`config.mk`:
```
export PLATFORM = sky130hd
export DESIGN_NAME = array_linked_list_manager_top
export DESIGN_NICKNAME = d
export VERILOG_FILES = /design/src/hdl/alm_pkg.sv /design/src/hdl/array_linked_list_manager_top.sv /design/src/hdl/alm_ram.sv /design/src/hdl/alm_ctrl.sv /design/src/hdl/alm_dp.sv
export SDC_FILE = /design/constraint.sdc
export NUM_CORES = 1
export LEC_CHECK = 0
export CORE_ASPECT_RATIO = 0.6
export CORE_MARGIN = 2
export CORE_UTILIZATION = 40
export CTS_BUF_LIST = sky130_fd_sc_hd__clkbuf_8
export DETAILED_ROUTE_END_ITERATION = 12
export DONT_BUFFER_PORTS = 1
export PLACE_DENSITY = 0.53
export SLEW_MARGIN = 25
export SYNTH_ARGS = -nofsm -noshare
export SYNTH_HDL_FRONTEND = slang
export SYNTH_SLANG_ARGS = --single-unit
```
`constraint.sdc`:
```
create_clock -name clk_i -period 6.3 [get_ports clk_i]
set_input_delay 0 -clock clk_i [delete_from_list [all_inputs] [get_ports clk_i]]
set_output_delay 0 -clock clk_i [all_outputs]
set_load 0.01 [all_outputs]
```
`src/hdl/alm_pkg.sv`:
```
// Shared types and constants of the linked list manager.
`timescale 1ns / 1ps
package alm_pkg;

  localparam int unsigned CmdW    = 3;
  localparam int unsigned StatusW = 2;
  localparam int unsigned WordW   = 32;

  localparam logic [CmdW-1:0] CmdAppend      = 3'd0;
  localparam logic [CmdW-1:0] CmdRemoveMatch = 3'd1;
  localparam logic [CmdW-1:0] CmdRemoveTail  = 3'd2;
  localparam logic [CmdW-1:0] CmdReadHead    = 3'd3;
  localparam logic [CmdW-1:0] CmdFind        = 3'd4;

  localparam logic [StatusW-1:0] StOk   = 2'd0;
  localparam logic [StatusW-1:0] StFull = 2'd1;
  localparam logic [StatusW-1:0] StNone = 2'd2;

  typedef enum logic [1:0] {RdHead, RdTail, RdFree, RdNext} rd_sel_e;

  typedef enum logic [2:0] {
    UpdNone,
    UpdAppLink,
    UpdAppCommit,
    UpdUnlinkNbr,
    UpdUnlinkFree
  } upd_e;

  typedef enum logic [1:0] {DselZero, DselValue, DselRam} dsel_e;

  typedef struct packed {
    logic                capture;
    logic                rd_en;
    rd_sel_e             rd_sel;
    upd_e                upd;
    logic                res_en;
    logic [StatusW-1:0]  res_status;
    dsel_e               res_dsel;
    logic                step_clr;
    logic                step_inc;
    logic                publish;
  } alm_ctl_t;

  typedef struct packed {
    logic [CmdW-1:0] cmd;
    logic            head_null;
    logic            free_null;
    logic            match;
    logic            next_null;
    logic            step_last;
    logic            out_busy;
  } alm_sts_t;

endpackage

```
`src/hdl/array_linked_list_manager_top.sv`:
```
// Top level of the array-backed doubly linked list manager with free stack.
//
//   channel   dir   handshake                 payload
//   --------  ----  ------------------------  ------------------------------------
//   command   in    in_valid_i / in_ready_o   command_i, value_i, key_i
//   result    out   out_valid_o / out_ready_i status_o, data_out_o, is_empty_o,
//                                             is_full_o
//
// One item at a time. Errors (full, empty, unknown command) go from decode to the result;
// append links the free entry, then commits; read head reads the head; remove tail reads,
// unlinks, then frees the tail. Find and remove matching walk from the head, one entry per
// cycle, 1 to DEPTH entries; a remove hit then unlinks and frees. Ready returns in the same
// cycle as the result turns valid; a stalled result holds the final step. Reset clears the
// pointers and out_valid only; a high-water mark replaces the free stack's reset chain.
`timescale 1ns / 1ps
module array_linked_list_manager_top #(
  parameter int unsigned DEPTH      = 16,
  parameter int unsigned DATA_WIDTH = 32
) (
  input  logic                        clk_i,
  input  logic                        rst_ni,
  input  logic                        in_valid_i,
  output logic                        in_ready_o,
  input  logic [alm_pkg::CmdW-1:0]    command_i,
  input  logic [alm_pkg::WordW-1:0]   value_i,
  input  logic [alm_pkg::WordW-1:0]   key_i,
  output logic                        out_valid_o,
  input  logic                        out_ready_i,
  output logic [alm_pkg::StatusW-1:0] status_o,
  output logic [alm_pkg::WordW-1:0]   data_out_o,
  output logic                        is_empty_o,
  output logic                        is_full_o
);
  import alm_pkg::*;

  // Commands from the sequencer and the flags it branches on.
  alm_ctl_t ctl;
  alm_sts_t sts;

  // Sequencer: decode, walk the list, drive the RAM updates step by step.
  alm_ctrl u_ctrl (
    .clk_i      (clk_i),
    .rst_ni     (rst_ni),
    .in_valid_i (in_valid_i),
    .in_ready_o (in_ready_o),
    .sts_i      (sts),
    .ctl_o      (ctl)
  );

  // Datapath: link and value RAMs, head/tail/free pointers, result register.
  alm_dp #(
    .DEPTH      (DEPTH),
    .DATA_WIDTH (DATA_WIDTH)
  ) u_dp (
    .clk_i       (clk_i),
    .rst_ni      (rst_ni),
    .command_i   (command_i),
    .value_i     (value_i),
    .key_i       (key_i),
    .ctl_i       (ctl),
    .sts_o       (sts),
    .out_ready_i (out_ready_i),
    .out_valid_o (out_valid_o),
    .status_o    (status_o),
    .data_out_o  (data_out_o),
    .is_empty_o  (is_empty_o),
    .is_full_o   (is_full_o)
  );

endmodule

```
`src/hdl/alm_ram.sv`:
```
// Generic single-write, single-read RAM with registered read data.
`timescale 1ns / 1ps
module alm_ram #(
  parameter int unsigned WIDTH = 8,
  parameter int unsigned DEPTH = 16
) (
  input  logic                     clk_i,
  input  logic                     we_i,
  input  logic [$clog2(DEPTH)-1:0] waddr_i,
  input  logic [WIDTH-1:0]         wdata_i,
  input  logic                     re_i,
  input  logic [$clog2(DEPTH)-1:0] raddr_i,
  output logic [WIDTH-1:0]         rdata_o
);

  logic [WIDTH-1:0] mem_q [DEPTH];
  logic [WIDTH-1:0] rdata_q;

  always_ff @(posedge clk_i) begin
    if (we_i) begin
      mem_q[waddr_i] <= wdata_i;
    end
    if (re_i) begin
      rdata_q <= mem_q[raddr_i];
    end
  end

  assign rdata_o = rdata_q;

endmodule

```
`src/hdl/alm_ctrl.sv`:
```
// Command sequencer of the linked list manager.
`timescale 1ns / 1ps
module alm_ctrl (
  input  logic              clk_i,
  input  logic              rst_ni,
  input  logic              in_valid_i,
  output logic              in_ready_o,
  input  alm_pkg::alm_sts_t sts_i,
  output alm_pkg::alm_ctl_t ctl_o
);
  import alm_pkg::*;

  localparam logic [2:0] SIdle       = 3'd0;
  localparam logic [2:0] SDecode     = 3'd1;
  localparam logic [2:0] SAppCommit  = 3'd2;
  localparam logic [2:0] SReadHead   = 3'd3;
  localparam logic [2:0] SSearch     = 3'd4;
  localparam logic [2:0] SUnlinkNbr  = 3'd5;
  localparam logic [2:0] SUnlinkFree = 3'd6;
  localparam logic [2:0] SDone       = 3'd7;

  logic [2:0] state_q, state_d;
  alm_ctl_t   ctl;

  always_comb begin
    state_d = state_q;
    ctl     = '0;
    case (state_q)
      SIdle: begin
        ctl.capture = in_valid_i;
        if (in_valid_i) begin
          state_d = SDecode;
        end
      end
      SDecode: begin
        case (sts_i.cmd)
          CmdAppend: begin
            if (sts_i.free_null) begin
              ctl.res_en     = 1'b1;
              ctl.res_status = StFull;
              ctl.res_dsel   = DselZero;
              state_d        = SDone;
            end else begin
              ctl.rd_en  = 1'b1;
              ctl.rd_sel = RdFree;
              ctl.upd    = UpdAppLink;
              state_d    = SAppCommit;
            end
          end
          CmdRemoveMatch, CmdFind: begin
            if (sts_i.head_null) begin
              ctl.res_en     = 1'b1;
              ctl.res_status = StNone;
              state_d        = SDone;
            end else begin
              ctl.rd_en    = 1'b1;
              ctl.rd_sel   = RdHead;
              ctl.step_clr = 1'b1;
              state_d      = SSearch;
            end
          end
          CmdRemoveTail: begin
            if (sts_i.head_null) begin
              ctl.res_en     = 1'b1;
              ctl.res_status = StNone;
              state_d        = SDone;
            end else begin
              ctl.rd_en  = 1'b1;
              ctl.rd_sel = RdTail;
              state_d    = SUnlinkNbr;
            end
          end
          CmdReadHead: begin
            if (sts_i.head_null) begin
              ctl.res_en     = 1'b1;
              ctl.res_status = StNone;
              state_d        = SDone;
            end else begin
              ctl.rd_en  = 1'b1;
              ctl.rd_sel = RdHead;
              state_d    = SReadHead;
            end
          end
          default: begin
            ctl.res_en     = 1'b1;
            ctl.res_status = StNone;
            state_d        = SDone;
          end
        endcase
      end
      SAppCommit: begin
        ctl.upd        = UpdAppCommit;
        ctl.res_en     = 1'b1;
        ctl.res_status = StOk;
        ctl.res_dsel   = DselValue;
        state_d        = SDone;
      end
      SReadHead: begin
        ctl.res_en     = 1'b1;
        ctl.res_status = StOk;
        ctl.res_dsel   = DselRam;
        state_d        = SDone;
      end
      SSearch: begin
        if (sts_i.match) begin
          if (sts_i.cmd == CmdFind) begin
            ctl.res_en     = 1'b1;
            ctl.res_status = StOk;
            ctl.res_dsel   = DselRam;
            state_d        = SDone;
          end else begin
            state_d = SUnlinkNbr;
          end
        end else if (sts_i.next_null || sts_i.step_last) begin
          ctl.res_en     = 1'b1;
          ctl.res_status = StNone;
          state_d        = SDone;
        end else begin
          // advance the walk to the next entry
          ctl.rd_en    = 1'b1;
          ctl.rd_sel   = RdNext;
          ctl.step_inc = 1'b1;
        end
      end
      SUnlinkNbr: begin
        ctl.upd        = UpdUnlinkNbr;
        ctl.res_en     = 1'b1;
        ctl.res_status = StOk;
        ctl.res_dsel   = DselRam;
        state_d        = SUnlinkFree;
      end
      SUnlinkFree: begin
        ctl.upd = UpdUnlinkFree;
        state_d = SDone;
      end
      SDone: begin
        if (!sts_i.out_busy) begin
          ctl.publish = 1'b1;
          state_d     = SIdle;
        end
      end
      default: begin
        state_d = SIdle;
      end
    endcase
  end

  always_ff @(posedge clk_i or negedge rst_ni) begin
    if (!rst_ni) begin
      state_q <= SIdle;
    end else begin
      state_q <= state_d;
    end
  end

  assign in_ready_o = (state_q == SIdle);
  assign ctl_o      = ctl;

endmodule

```
`src/hdl/alm_dp.sv`:
```
// Datapath of the linked list manager: link and value RAMs, list pointers, result.
`timescale 1ns / 1ps
module alm_dp #(
  parameter int unsigned DEPTH      = 16,
  parameter int unsigned DATA_WIDTH = 32
) (
  input  logic                          clk_i,
  input  logic                          rst_ni,
  input  logic [alm_pkg::CmdW-1:0]      command_i,
  input  logic [alm_pkg::WordW-1:0]     value_i,
  input  logic [alm_pkg::WordW-1:0]     key_i,
  input  alm_pkg::alm_ctl_t             ctl_i,
  output alm_pkg::alm_sts_t             sts_o,
  input  logic                          out_ready_i,
  output logic                          out_valid_o,
  output logic [alm_pkg::StatusW-1:0]   status_o,
  output logic [alm_pkg::WordW-1:0]     data_out_o,
  output logic                          is_empty_o,
  output logic                          is_full_o
);
  import alm_pkg::*;

  localparam int unsigned IdxW   = $clog2(DEPTH);
  localparam int unsigned LinkW  = $clog2(DEPTH + 1);
  localparam int unsigned StoreW = (DATA_WIDTH < WordW) ? DATA_WIDTH : WordW;
  localparam logic [LinkW-1:0] Nil = LinkW'(DEPTH);

  logic [CmdW-1:0]    cmd_q;
  logic [StoreW-1:0]  val_q, key_q;
  logic [LinkW-1:0]   head_q, head_d, tail_q, tail_d;
  logic [LinkW-1:0]   free_q, free_d, hwm_q, hwm_d;
  logic [LinkW-1:0]   cur_q;
  logic               ovr_q;
  logic [IdxW-1:0]    step_q;
  logic [StatusW-1:0] res_status_q;
  logic [StoreW-1:0]  res_data_q, res_data;
  logic               out_valid_q;
  logic [StatusW-1:0] out_status_q;
  logic [WordW-1:0]   out_data_q;
  logic               out_empty_q, out_full_q;

  logic [LinkW-1:0]   rd_addr, next_eff;
  logic [LinkW-1:0]   nxt_rdata, prv_rdata;
  logic [StoreW-1:0]  val_rdata;
  logic               nxt_we, prv_we, val_we;
  logic [IdxW-1:0]    nxt_waddr, prv_waddr, val_waddr;
  logic [LinkW-1:0]   nxt_wdata, prv_wdata;
  logic               head_null;

  assign head_null = (head_q == Nil);

  // Entries at or above the high-water mark were never allocated; their
  // next link is taken as the reset chain value, index plus one, not read from the RAM.
  assign next_eff = ovr_q ? LinkW'(cur_q + LinkW'(1)) : nxt_rdata;

  always_comb begin
    case (ctl_i.rd_sel)
      RdHead:  rd_addr = head_q;
      RdTail:  rd_addr = tail_q;
      RdFree:  rd_addr = free_q;
      RdNext:  rd_addr = next_eff;
      default: rd_addr = head_q;
    endcase
  end

  always_comb begin
    nxt_we    = 1'b0;
    nxt_waddr = cur_q[IdxW-1:0];
    nxt_wdata = Nil;
    prv_we    = 1'b0;
    prv_waddr = cur_q[IdxW-1:0];
    prv_wdata = Nil;
    val_we    = 1'b0;
    val_waddr = free_q[IdxW-1:0];
    head_d    = head_q;
    tail_d    = tail_q;
    free_d    = free_q;
    hwm_d     = hwm_q;
    case (ctl_i.upd)
      UpdAppLink: begin
        val_we    = 1'b1;
        prv_we    = 1'b1;
        prv_waddr = free_q[IdxW-1:0];
        prv_wdata = head_null ? Nil : tail_q;
        nxt_we    = !head_null;
        nxt_waddr = tail_q[IdxW-1:0];
        nxt_wdata = free_q;
      end
      UpdAppCommit: begin
        nxt_we = 1'b1;
        free_d = next_eff;
        if (ovr_q) begin
          hwm_d = LinkW'(hwm_q + LinkW'(1));
        end
        if (head_null) begin
          head_d = cur_q;
        end
        tail_d = cur_q;
      end
      UpdUnlinkNbr: begin
        nxt_we    = (prv_rdata != Nil);
        nxt_waddr = prv_rdata[IdxW-1:0];
        nxt_wdata = next_eff;
        prv_we    = (next_eff != Nil);
        prv_waddr = next_eff[IdxW-1:0];
        prv_wdata = prv_rdata;
        if (prv_rdata == Nil) begin
          head_d = next_eff;
        end
        if (next_eff == Nil) begin
          tail_d = prv_rdata;
        end
      end
      UpdUnlinkFree: begin
        nxt_we    = 1'b1;
        nxt_wdata = free_q;
        free_d    = cur_q;
      end
      default: ;
    endcase
  end

  always_comb begin
    case (ctl_i.res_dsel)
      DselValue: res_data = val_q;
      DselRam:   res_data = val_rdata;
      default:   res_data = '0;
    endcase
  end

  alm_ram #(.WIDTH(LinkW), .DEPTH(DEPTH)) u_next_ram (
    .clk_i   (clk_i),
    .we_i    (nxt_we),
    .waddr_i (nxt_waddr),
    .wdata_i (nxt_wdata),
    .re_i    (ctl_i.rd_en),
    .raddr_i (rd_addr[IdxW-1:0]),
    .rdata_o (nxt_rdata)
  );

  alm_ram #(.WIDTH(LinkW), .DEPTH(DEPTH)) u_prev_ram (
    .clk_i   (clk_i),
    .we_i    (prv_we),
    .waddr_i (prv_waddr),
    .wdata_i (prv_wdata),
    .re_i    (ctl_i.rd_en),
    .raddr_i (rd_addr[IdxW-1:0]),
    .rdata_o (prv_rdata)
  );

  alm_ram #(.WIDTH(StoreW), .DEPTH(DEPTH)) u_value_ram (
    .clk_i   (clk_i),
    .we_i    (val_we),
    .waddr_i (val_waddr),
    .wdata_i (val_q),
    .re_i    (ctl_i.rd_en),
    .raddr_i (rd_addr[IdxW-1:0]),
    .rdata_o (val_rdata)
  );

  always_ff @(posedge clk_i or negedge rst_ni) begin
    if (!rst_ni) begin
      head_q      <= Nil;
      tail_q      <= Nil;
      free_q      <= '0;
      hwm_q       <= '0;
      out_valid_q <= 1'b0;
    end else begin
      head_q <= head_d;
      tail_q <= tail_d;
      free_q <= free_d;
      hwm_q  <= hwm_d;
      if (ctl_i.publish) begin
        out_valid_q <= 1'b1;
      end else if (out_ready_i) begin
        out_valid_q <= 1'b0;
      end
    end
  end

  always_ff @(posedge clk_i) begin
    if (ctl_i.capture) begin
      cmd_q <= command_i;
      val_q <= value_i[StoreW-1:0];
      key_q <= key_i[StoreW-1:0];
    end
    if (ctl_i.rd_en) begin
      cur_q <= rd_addr;
      ovr_q <= (rd_addr >= hwm_q);
    end
    if (ctl_i.step_clr) begin
      step_q <= '0;
    end else if (ctl_i.step_inc) begin
      step_q <= IdxW'(step_q + IdxW'(1));
    end
    if (ctl_i.res_en) begin
      res_status_q <= ctl_i.res_status;
      res_data_q   <= res_data;
    end
    if (ctl_i.publish) begin
      out_status_q <= res_status_q;
      out_data_q   <= WordW'(res_data_q);
      out_empty_q  <= head_null;
      out_full_q   <= (free_q == Nil);
    end
  end

  assign sts_o.cmd       = cmd_q;
  assign sts_o.head_null = head_null;
  assign sts_o.free_null = (free_q == Nil);
  assign sts_o.match     = (val_rdata == key_q);
  assign sts_o.next_null = (next_eff == Nil);
  assign sts_o.step_last = (step_q == IdxW'(DEPTH - 1));
  assign sts_o.out_busy  = out_valid_q && !out_ready_i;

  assign out_valid_o = out_valid_q;
  assign status_o    = out_status_q;
  assign data_out_o  = out_data_q;
  assign is_empty_o  = out_empty_q;
  assign is_full_o   = out_full_q;

endmodule

```
# Word level (Yosys, flattened, before mapping)
# Memory sizes are Yosys's and may differ from the RTL's. A register that Yosys moved wholly into a read port is not among the register bits.
# Cells that the tools add are included.
# word_totals
out_inout_bits	38
ff_bits	171
n_memories	3
ram_bits	672
# memory_table
memory	words	width	rd	rd_ports_with_merged_regs	wr	line_no	text
u_dp.u_value_ram.mem_q	16	32	1	1	1	alm_ram.sv:16	logic [WIDTH-1:0] mem_q [DEPTH];
u_dp.u_next_ram.mem_q	16	5	1	1	1	alm_ram.sv:16	
u_dp.u_prev_ram.mem_q	16	5	1	1	1	alm_ram.sv:16	
# op_classes
mux	63
n_reduce_logical	21
magnitude_cmp	1
n_eq_ne	34
n_addsub	3
# op_table
operator	n
case mux 32 bit (2 select lines)	1
case mux 5 bit (2 select lines)	5
two-way mux 3 bit	14
case mux 5 bit (4 select lines)	2
two-way mux 5 bit	7
== test 32 bit	1
case mux 3 bit (4 select lines)	2
== test 5 bit (second input constant)	4
== test 3 x 2 -> 1 bit (second input constant)	6
== test 3 bit (second input constant)	6
two-way mux 1 bit	18
case mux 3 bit (6 select lines)	1
case mux 4 bit (2 select lines)	2
case mux 3 bit (2 select lines)	2
adder 5 x 1 -> 5 bit (second input constant)	2
two-way mux 2 bit	5
inequality test 5 bit (second input constant)	2
== test 3 x 1 -> 1 bit (second input constant)	3
case mux 3 bit (3 select lines)	1
OR reduction 2 bit	4
== test 2 bit (second input constant)	3
logical NOT 3 bit	2
two-way mux 6 bit	1
inequality test 2 bit (second input constant)	3
17 further kinds	25

# Logic depth before layout (Yosys ltp)
# Gate-level depths: netlist of the first run.
# logic_depth
ltp_word	10
mapped_depth	20
ltp_nobuf	15

# Modules after synthesis
# From an unflattened synthesis of the first run, not the netlist that was laid out.
# hier_totals
cells_unflattened	1729
hier_area_um2	34317.9
# modules_own_cells
mod	area_each_um2	n_inst	cells_each	seq_area_each_um2
alm_ram at u_dp.u_value_ram	20156.8	1	838	16335.7
alm_dp	7098.1	1	498	4902.2
alm_ram at u_dp.u_next_ram ...	3263.1	2	155	2552.4
alm_ctrl	536.8	1	83	75.1

# Worst setup path after synthesis of the first run
# Ideal clock, no wire load.
# synth_path
kind	reg-to-reg
startpoint	register u_dp.head_q[0]
endpoint	register u_dp.cur_q[0], enable pin
slack_ns	1.131
arrival_ns	4.649
period_less_slack_ns	5.169
stages_incl_launch_ff	8
setup_time_ns	0.520
cell_sequence	dfrtp_1 clkbuf_1 or2_2 clkbuf_1 nor2_1 a211oi_1 a31oi_1 o21ai_0
# synth_rtl
item	line_no	text
start, declared	alm_dp.sv:30	logic [LinkW-1:0] head_q, head_d, tail_q, tail_d;
start signal, assigned	alm_dp.sv:163	head_q <= Nil;
end signal, assigned	alm_dp.sv:188	cur_q <= rd_addr;
end, declared	alm_dp.sv:32	logic [LinkW-1:0] cur_q;

# Final worst setup path of the first run
# layout_path
startpoint	register u_dp.cur_q[0]
endpoint	register u_dp.u_value_ram.rdata_q[1] (netlist: u_dp.u_value_ram.rdata_o[1]), read port of u_dp.u_value_ram.mem_q (data pin)
# layout_via
elab_chain_len	9
word_cells_on_any_way	12
classes_between	1 x add/sub; 4 x eq/ne; 5 x mux; 2 x reduce/logical
# layout_rtl
item	line_no	text
adder 5 x 1 -> 5 bit *	alm_dp.sv:54	assign next_eff = ovr_q ? LinkW'(cur_q + LinkW'(1)) : nxt_rdata;
two-way mux 5 bit *	alm_dp.sv:54	
== test 5 bit	alm_dp.sv:212	assign sts_o.next_null = (next_eff == Nil);
logical OR 1 bit	alm_ctrl.sv:114	end else if (sts_i.next_null || sts_i.step_last) begin
two-way mux 3 bit	alm_ctrl.sv:114	
two-way mux 3 bit	alm_ctrl.sv:105	if (sts_i.match) begin
case mux 3 bit (2 select lines)	alm_ctrl.sv:28	case (state_q)
== test 2 bit (tied with other cells)	alm_dp.sv:57	case (ctl_i.rd_sel)
case mux 5 bit (4 select lines) *	alm_dp.sv:57	
net u_dp.rd_addr[0]	alm_dp.sv:42	logic [LinkW-1:0] rd_addr, next_eff;
end, declared	alm_ram.sv:17	logic [WIDTH-1:0] rdata_q;
# Mark *: on every way through the listed nets, which the timed path passes. The rest lies on a longest branch.
# A chain may end at the register's enable or synchronous reset.

==> results.md, run 1 <==
* Outcome: complete, no violations
* Fmax at 170 MHz
* Sequential share of the synthesized area at 69.1%
* DRT antenna net count at 0
* Largest net degree at the start of global routing at 149
* Avg Vias per Cell at 6.27
* Ys async rst share at 2.71%
* Initial Utilization at 40.5%
* RD Place Congestion at approximately 0.90
* Chip height at 244 microns
* Post-synth top flop: edfxtp_1
* TNS Setup at 0 ps
* Warning count from the yosys run at 0
* Synth area leaders: edfxtp_1 67%, o211ai_1 5.0%, mux2i_1 4.6%, a2111oi_0 3.5%, o32a_1 3.3%
* Post-Syn Area at 0.0383 sq mm
* H-Tree Depth at 4
* Die area at 0.0982 sq mm
* Synthesized net count at 2674
* CP max FO at 55
* Hold Fails Final Rpt at 0
* CTS buffer count at 135
* Clock latency on the worst-skew pair at 840 ps
* PortBufs at 0
* Buf/Inv on CP at 2
* Minimum clock period at between 5000 and 6000 ps
* Synth-to-layout area growth at 14.8%
* Final worst path period share at 93.2%
* Number of global-route vias before repair at between 20000 and 30000
* CTS tree: yes
* Overflow after GRT at 0
* Critical path, cell by cell: ha_1, xnor2_1, a21oi_1, a2111o_1, and2_1, a211o_4, o21a_4, inv_8, buf_12, mux2_2, a2111oi_0, or3b_1
* Max cap viols at 0
* Worst Path Required at between 6000 and 7000 ps
* CTS Buffer Depth at 3
* Clock slew at the register clock pins of the worst setup and hold paths at 60 ps
* Post-Route Utilization at between 40% and 50%
* Setup-failing EPs final at 0
* EDFF count, synth at 857
* Leak pwr at 15.0 nW
* DR vias at 25600
* WL per Instance at 30.5 microns
* Finished Layout Cells at 4079
* Slew Limit Fails at 0
* DIE WIDTH at approximately 400 microns
* I/O pin total at 109
* Met2 Routed Length at 51.3 mm
* Core area at 0.0944 sq mm
* Netlist cell types at 68
* Post-Route M1 WL at 56.0 mm
* Synth area leader: edfxtp_1
* Max incr delay on CP at between 900 and 1000 ps
* Routed wl met3 at approximately 14 mm
* Avg Cell Area, Syn at 14.8 sq um
* PwrDens at ~470 mW/mm^2
* Routed WL at 125 mm
* Detailed Route Iter0 Violations at 3385
* Top Layer Used: met4
* Total power at 20.8 mW
* Crit path launch type: flip-flop
* CP max-delay cell: a2111oi_0
* Hold crit path type: input pin to flip-flop
* Global-route wire length before repair at ~180 mm
* Share of layout cells above drive strength 1 at 12.8%
* Root Driver: clkbuf_8
* Arr. time, crit path at 6440 ps
* CP endpoint kind: flip-flop
* Initial antenna violation count at 2
* Maximum vdd drop at 0.532 mV
* Worst-margin pin slew at between 1000 and 1500 ps
* GRT Total Usage at between 20 and 30%
* Top cell type's share of synthesized area at approximately two thirds
* Cell Count Post-Placement at 3698
* RSZ-0062 raised after global routing: false
* Family with the most delay on the worst path: compound AO/OA/AOI/OAI gates
* DR pass1 iterations at 6
* #FFs+latches synth at between 800 and 900
* Clock Sinks at 885
* Mapped Cells at 2593
* HPWL Detailed at 70.6 mm
* Nets at 2811
* Cell Rows at 87
* DRC Markers at 0
* Setup skew after layout at 34.4 ps
* Setup CP Type: flip-flop to flip-flop
* Worst slew margin at a little over a quarter
-- cells by family after synthesis --
| logic type | after synthesis | synth area share, % |
|---|---|---|
| AOI/OAI and AO/OA | 760 | 15.8 |
| buffers and inverters | 378 | 3.89 |
| and+or+nand+nor | 295 | 4.00 |
| adders and majority gates | 10 | 0.327 |
| DFF | 885 | 69.1 |
| muxes | 220 | 5.90 |
| xor gates and xnor gates | 45 | 1.03 |
-- sequential cells by signal (all words and copies together) (netlist names), 4 cells and up --
register	cells
u_dp.u_value_ram.mem_q	512
u_dp.res_data_q	32
u_dp.val_q	32
u_dp.hwm_q	5
u_dp.data_out_o	32
u_dp.u_next_ram.mem_q	80
u_dp.tail_q	5
u_dp.cur_q	5
u_dp.key_q	32
u_dp.u_next_ram.rdata_o	5
u_dp.head_q	5
u_dp.step_q	4
u_dp.free_q	5
u_dp.u_prev_ram.mem_q	80
u_dp.u_prev_ram.rdata_o	5
u_dp.u_value_ram.rdata_o	32
-- report_power, final --
group	internal, mW	switching [mW]
sequential	7.52	0.696
combinational	2.56	5.31
clock	2.32	2.36
total	12.4	8.36
-- synthesized netlist by cell type, drive strengths merged (6+ instances only) --
cell     instances
clkbuf         184
xor2            38
or3b            43
a31o             7
a22oi           35
a21o            10
a21oi           22
nor2           102
nor4            12
mux2i          177
mux2            43
a211oi          22
dfrtp           22
o22ai           90
nor3            13
nand3           17
o21ai           20
nand4            6
nand2b          13
o211ai         253
o32a           126
ha              10
buf             50
edfxtp         857
nand2           64
nor2b            6
inv            143
xnor2            7
a2111oi        152
-- worst paths after layout --
kind | slack, ps | end | from | depth (start not counted)
max in group asynchronous | 5840 | u_dp.head_q[4] | rst_ni | 4
worst max-delay path | 430 | u_dp.u_value_ram.rdata_o[1] | u_dp.cur_q[0] | 12
worst min-delay path | 140 | u_dp.out_valid_o | out_ready_i | 3
worst max register to register | 430 | u_dp.u_value_ram.rdata_o[1] | u_dp.cur_q[0] | 12
worst min register to register | 400 | u_dp.data_out_o[8] | u_dp.res_data_q[8] | 0
min in group asynchronous | 230 | u_dp.hwm_q[3] | rst_ni | 4
-- final cells by class --
type                       count  area, sq um
fill                        8152        50500
sequential                   885        26400
multi-input combinational   1330        10600
timing repair buffer         234         2260
clock buffer                 139         1910
tap                         1246         1560
clock inverter               100          628
inverter                     144          552
antenna                        1         2.50
-- cell usage in the layout (no fill, tap or decap), types with 22 or more instances in the layout --
cell type      count
nor2_1            87
o22ai_1           88
a22oi_1           35
buf_4             82
clkbuf_8         139
mux2i_1          177
o32a_1           126
a2111oi_0        146
xor2_1            38
or3b_1            42
edfxtp_1         857
nand2_1           63
o211ai_1         253
clkinv_1          23
inv_1            185
a21oi_1           22
dlygate4sd3_1    139
mux2_2            39
-- metal layers --
layer	global-route usage, %	vias to the layer above
li1	-	10800
met1	38.0	13000
met2	34.1	1499
met3	7.31	224
met4	8.49	0
met5	0	-
-- stage by stage --
step | cell area, sq um | worst slack, ps | hold WS [ps]
floorplan | 38300 | 1130 | -296
global placement | 39900 | 216 | -294
detailed placement | 39900 | 588 | -294
CTS | 43900 | 612 | 111
global route | 43900 | 369 | 182
finish | 43900 | 428 | 138
-- worst min-delay path: cells and delay by family --
kind,cells,cell delay (ps)
buffers and inverters,1,530
AND/OR/NAND/NOR,2,370
-- what timing repair did --
item                                    4_1_cts  5_1_grt
gates resized for setup                       0        0
endpoints found under the setup margin        0        0
endpoints found under the hold margin       132        0
hold buffers                                141        0
setup buffers                                 0        0
Power figures use the tool's default switching activity.
==> run 2: changes to the inputs <==
==> constraint.sdc (replaced) <==
create_clock -name clk_i -period 6.3 [get_ports clk_i]
set_input_delay 1.575 -clock clk_i [delete_from_list [all_inputs] [get_ports clk_i]]
set_output_delay 1.575 -clock clk_i [all_outputs]
set_load 0.01 [all_outputs]
==> run 2 against run 1 <==
Sequential cell count stayed put. Count of clock-buffer cells in the layout stayed put. Cell count down 3.5%. Hold slack better by 260 ps. Clock skew fell by 2.0 ps. Global-route usage decreased by 0.23 points. Routed wire length shrank 0.93%. Non-clock buffer count is 141 lower. Setup slack better by 6.7 ps.
==> results.md, run 2 (same netlist as run 1, synthesis figures left out) <==
* Outcome: complete, no violations (unchanged)
* Internal power at 12.3 mW (was 12.4 mW)
* HPWL Detailed at 70.6 mm (unchanged)
* CTS buffer count at 135 (unchanged)
* Worst-margin pin slew at 1110 ps (was 1100 ps)
* Final Cell Area at 0.0425 sq mm (was 0.0439 sq mm)
* Fmax at 170 MHz (about the same)
* Most common cell after layout, fill and taps aside: edfxtp_1 (unchanged)
* Worst Path Required at 6870 ps (about the same)
* Share of layout cells above drive strength 1 at 13.4% (was 12.8%)
* H-Tree Depth at 4 (unchanged)
* Slew Limit Fails at 0 (unchanged)
* Fin Hold WS at 401 ps (was 138 ps)
* Number of global-route vias before repair at 24300 (was 25000)
* Root Driver: clkbuf_8 (unchanged)
* Clock power frac at 22.6% (was 22.5%)
* DRT antenna net count at 0 (unchanged)
* Sw Share at 40.3% (about the same)
* Routed WL at 123 mm (was 125 mm)
* Clock latency on the worst-skew pair at 830 ps (was 840 ps)
* Detailed Route Iter0 Violations at 3430 (was 3385)
* WL per Instance at 31.3 microns (was 30.5 microns)
* Overflow after GRT at 0 (unchanged)
* DRC Markers at 0 (unchanged)
* Hold Fails Final Rpt at 0 (unchanged)
* Hold_buf cts at 0 (was 141)
* GRT Total Usage at 24.9% (was 25.1%)
* Die area at 0.0982 sq mm (unchanged)
* Largest regs: u_dp.u_value_ram.mem_q (512), u_dp.u_next_ram.mem_q (80), u_dp.u_prev_ram.mem_q (80) (unchanged)
* Net Sw Power at 8.34 mW (was 8.36 mW)
* Pre-CTS setup slack at 588 ps (unchanged)
* Clock Sinks at 885 (unchanged)
* PwrDens at 487 mW/mm^2 (was 473 mW/mm^2)
* RD Place Congestion at 0.896 (unchanged)
* Comb pwr share at 37.7% (was 37.9%)
* Core area at 0.0944 sq mm (unchanged)
* Setup CP Type: flip-flop to flip-flop (unchanged)
* Largest net degree at the start of global routing at 149 (unchanged)
* TNS Setup at 0 ps (unchanged)
* CTS Buffer Depth at 3 (unchanged)
* Setup-failing EPs final at 0 (unchanged)
* Clock slew at the register clock pins of the worst setup and hold paths at 70 ps (was 60 ps)
* Maximum vdd drop at 0.535 mV (was 0.532 mV)
* CP max FO at 55 (unchanged)
* Initial Utilization at 40.5% (unchanged)
* Setup skew after layout at 32.4 ps (was 34.4 ps)
* RSZ-0062 raised after global routing: false (unchanged)
* Hold crit path type: flip-flop to flip-flop (was input pin to flip-flop)
* Total power at 20.7 mW (was 20.8 mW)
* Flip-flop count of the largest register after layout at 512 (unchanged)
* Chip height at 244 microns (unchanged)
* Crit path launch type: flip-flop (unchanged)
* Most frequent cells in the layout: 857 x edfxtp_1, 253 x o211ai_1, 185 x inv_1, 177 x mux2i_1, 146 x a2111oi_0 (unchanged)
* # resized after CTS at 0 (unchanged)
* I/O pin total at 109 (unchanged)
* Minimum clock period at 5870 ps (about the same)
* DR pass1 iterations at 5 (was 6)
* Area post-placement at 0.0399 sq mm (unchanged)
* Final Worst Setup Slack at 434 ps (was 428 ps)
* CP endpoint kind: flip-flop (unchanged)
* Sequential Power Share at 39.8% (was 39.6%)
* Avg Vias per Cell at 6.34 (was 6.27)
* Leak pwr at 14.4 nW (was 15.0 nW)
* CTS tree: yes (unchanged)
* Nets at 2670 (was 2811)
* Post-CTS Setup Bufs at 0 (unchanged)
* Global-route wire length before repair at 177 mm (was 180 mm)
* Arr. time, crit path at 6440 ps (about the same)
* DR vias at 24900 (was 25600)
* Synth-to-layout area growth at 11.1% (was 14.8%)
* Final worst path period share at 93.1% (was 93.2%)
* DIE WIDTH at 403 microns (unchanged)
* Initial antenna violation count at 3 (was 2)
* Worst slew margin at 25.7% (was 26.7%)
* PortBufs at 0 (unchanged)
* Cell Rows at 87 (unchanged)
* Top reg by flops: u_dp.u_value_ram.mem_q (unchanged)
* Max cap viols at 0 (unchanged)
## run 2: metrics by stage
stage               util (%)  instances
floorplan                  -       2593
global placement        42.3       3698
detailed placement      42.3       3698
CTS                     45.0       3937
global route            45.0       3937
finish                  45.0       3938
## run 2: power groups by stage
stage	registers, mW	logic (mW)	clock network, mW
global placement	8.32	7.49	0
floorplan	7.92	4.93	0
CTS	8.20	7.64	4.76
finish	8.22	7.79	4.66
detailed placement	8.31	7.61	0
global route	8.27	8.21	5.02
## run 2: cell type report
class / count / area [sq um]
multi-input combinational: 1330 / 10600
sequential: 885 / 26400
fill: 8250 / 51900
clock buffer: 139 / 1910
timing repair buffer: 93 / 827
clock inverter: 100 / 628
inverter: 144 / 552
tap: 1246 / 1560
antenna: 1 / 2.50
## run 2: final timing paths
check	to	start	cells after the start	slack, ps
min reg2reg	u_dp.data_out_o[8]	u_dp.res_data_q[8]	0	400
min in group asynchronous	u_dp.tail_q[3]	rst_ni	0	430
max reg2reg	u_dp.u_value_ram.rdata_o[1]	u_dp.cur_q[0]	12	430
max in group asynchronous	u_dp.head_q[4]	rst_ni	0	5690
max	u_dp.u_value_ram.rdata_o[1]	u_dp.cur_q[0]	12	430
min	u_dp.data_out_o[8]	u_dp.res_data_q[8]	0	400
## run 2: layer usage
layer	vias to the layer above	track usage (%)	part of all wire [%]
met5	-	0	0.0065
met4	2	8.38	2.4
met3	194	7.48	12
met2	1499	33.5	41
met1	12700	37.8	45
li1	10500	-	-
## run 2: critical path: stages (launching register included)
cell       delay, ps
edfxtp_1         540
ha_1             330
xnor2_1          150
a21oi_1          230
a2111o_1         570
and2_1           350
a211o_4          680
o21a_4           280
inv_8            280
buf_12           320
mux2_2           400
a2111oi_0        930
or3b_1           420
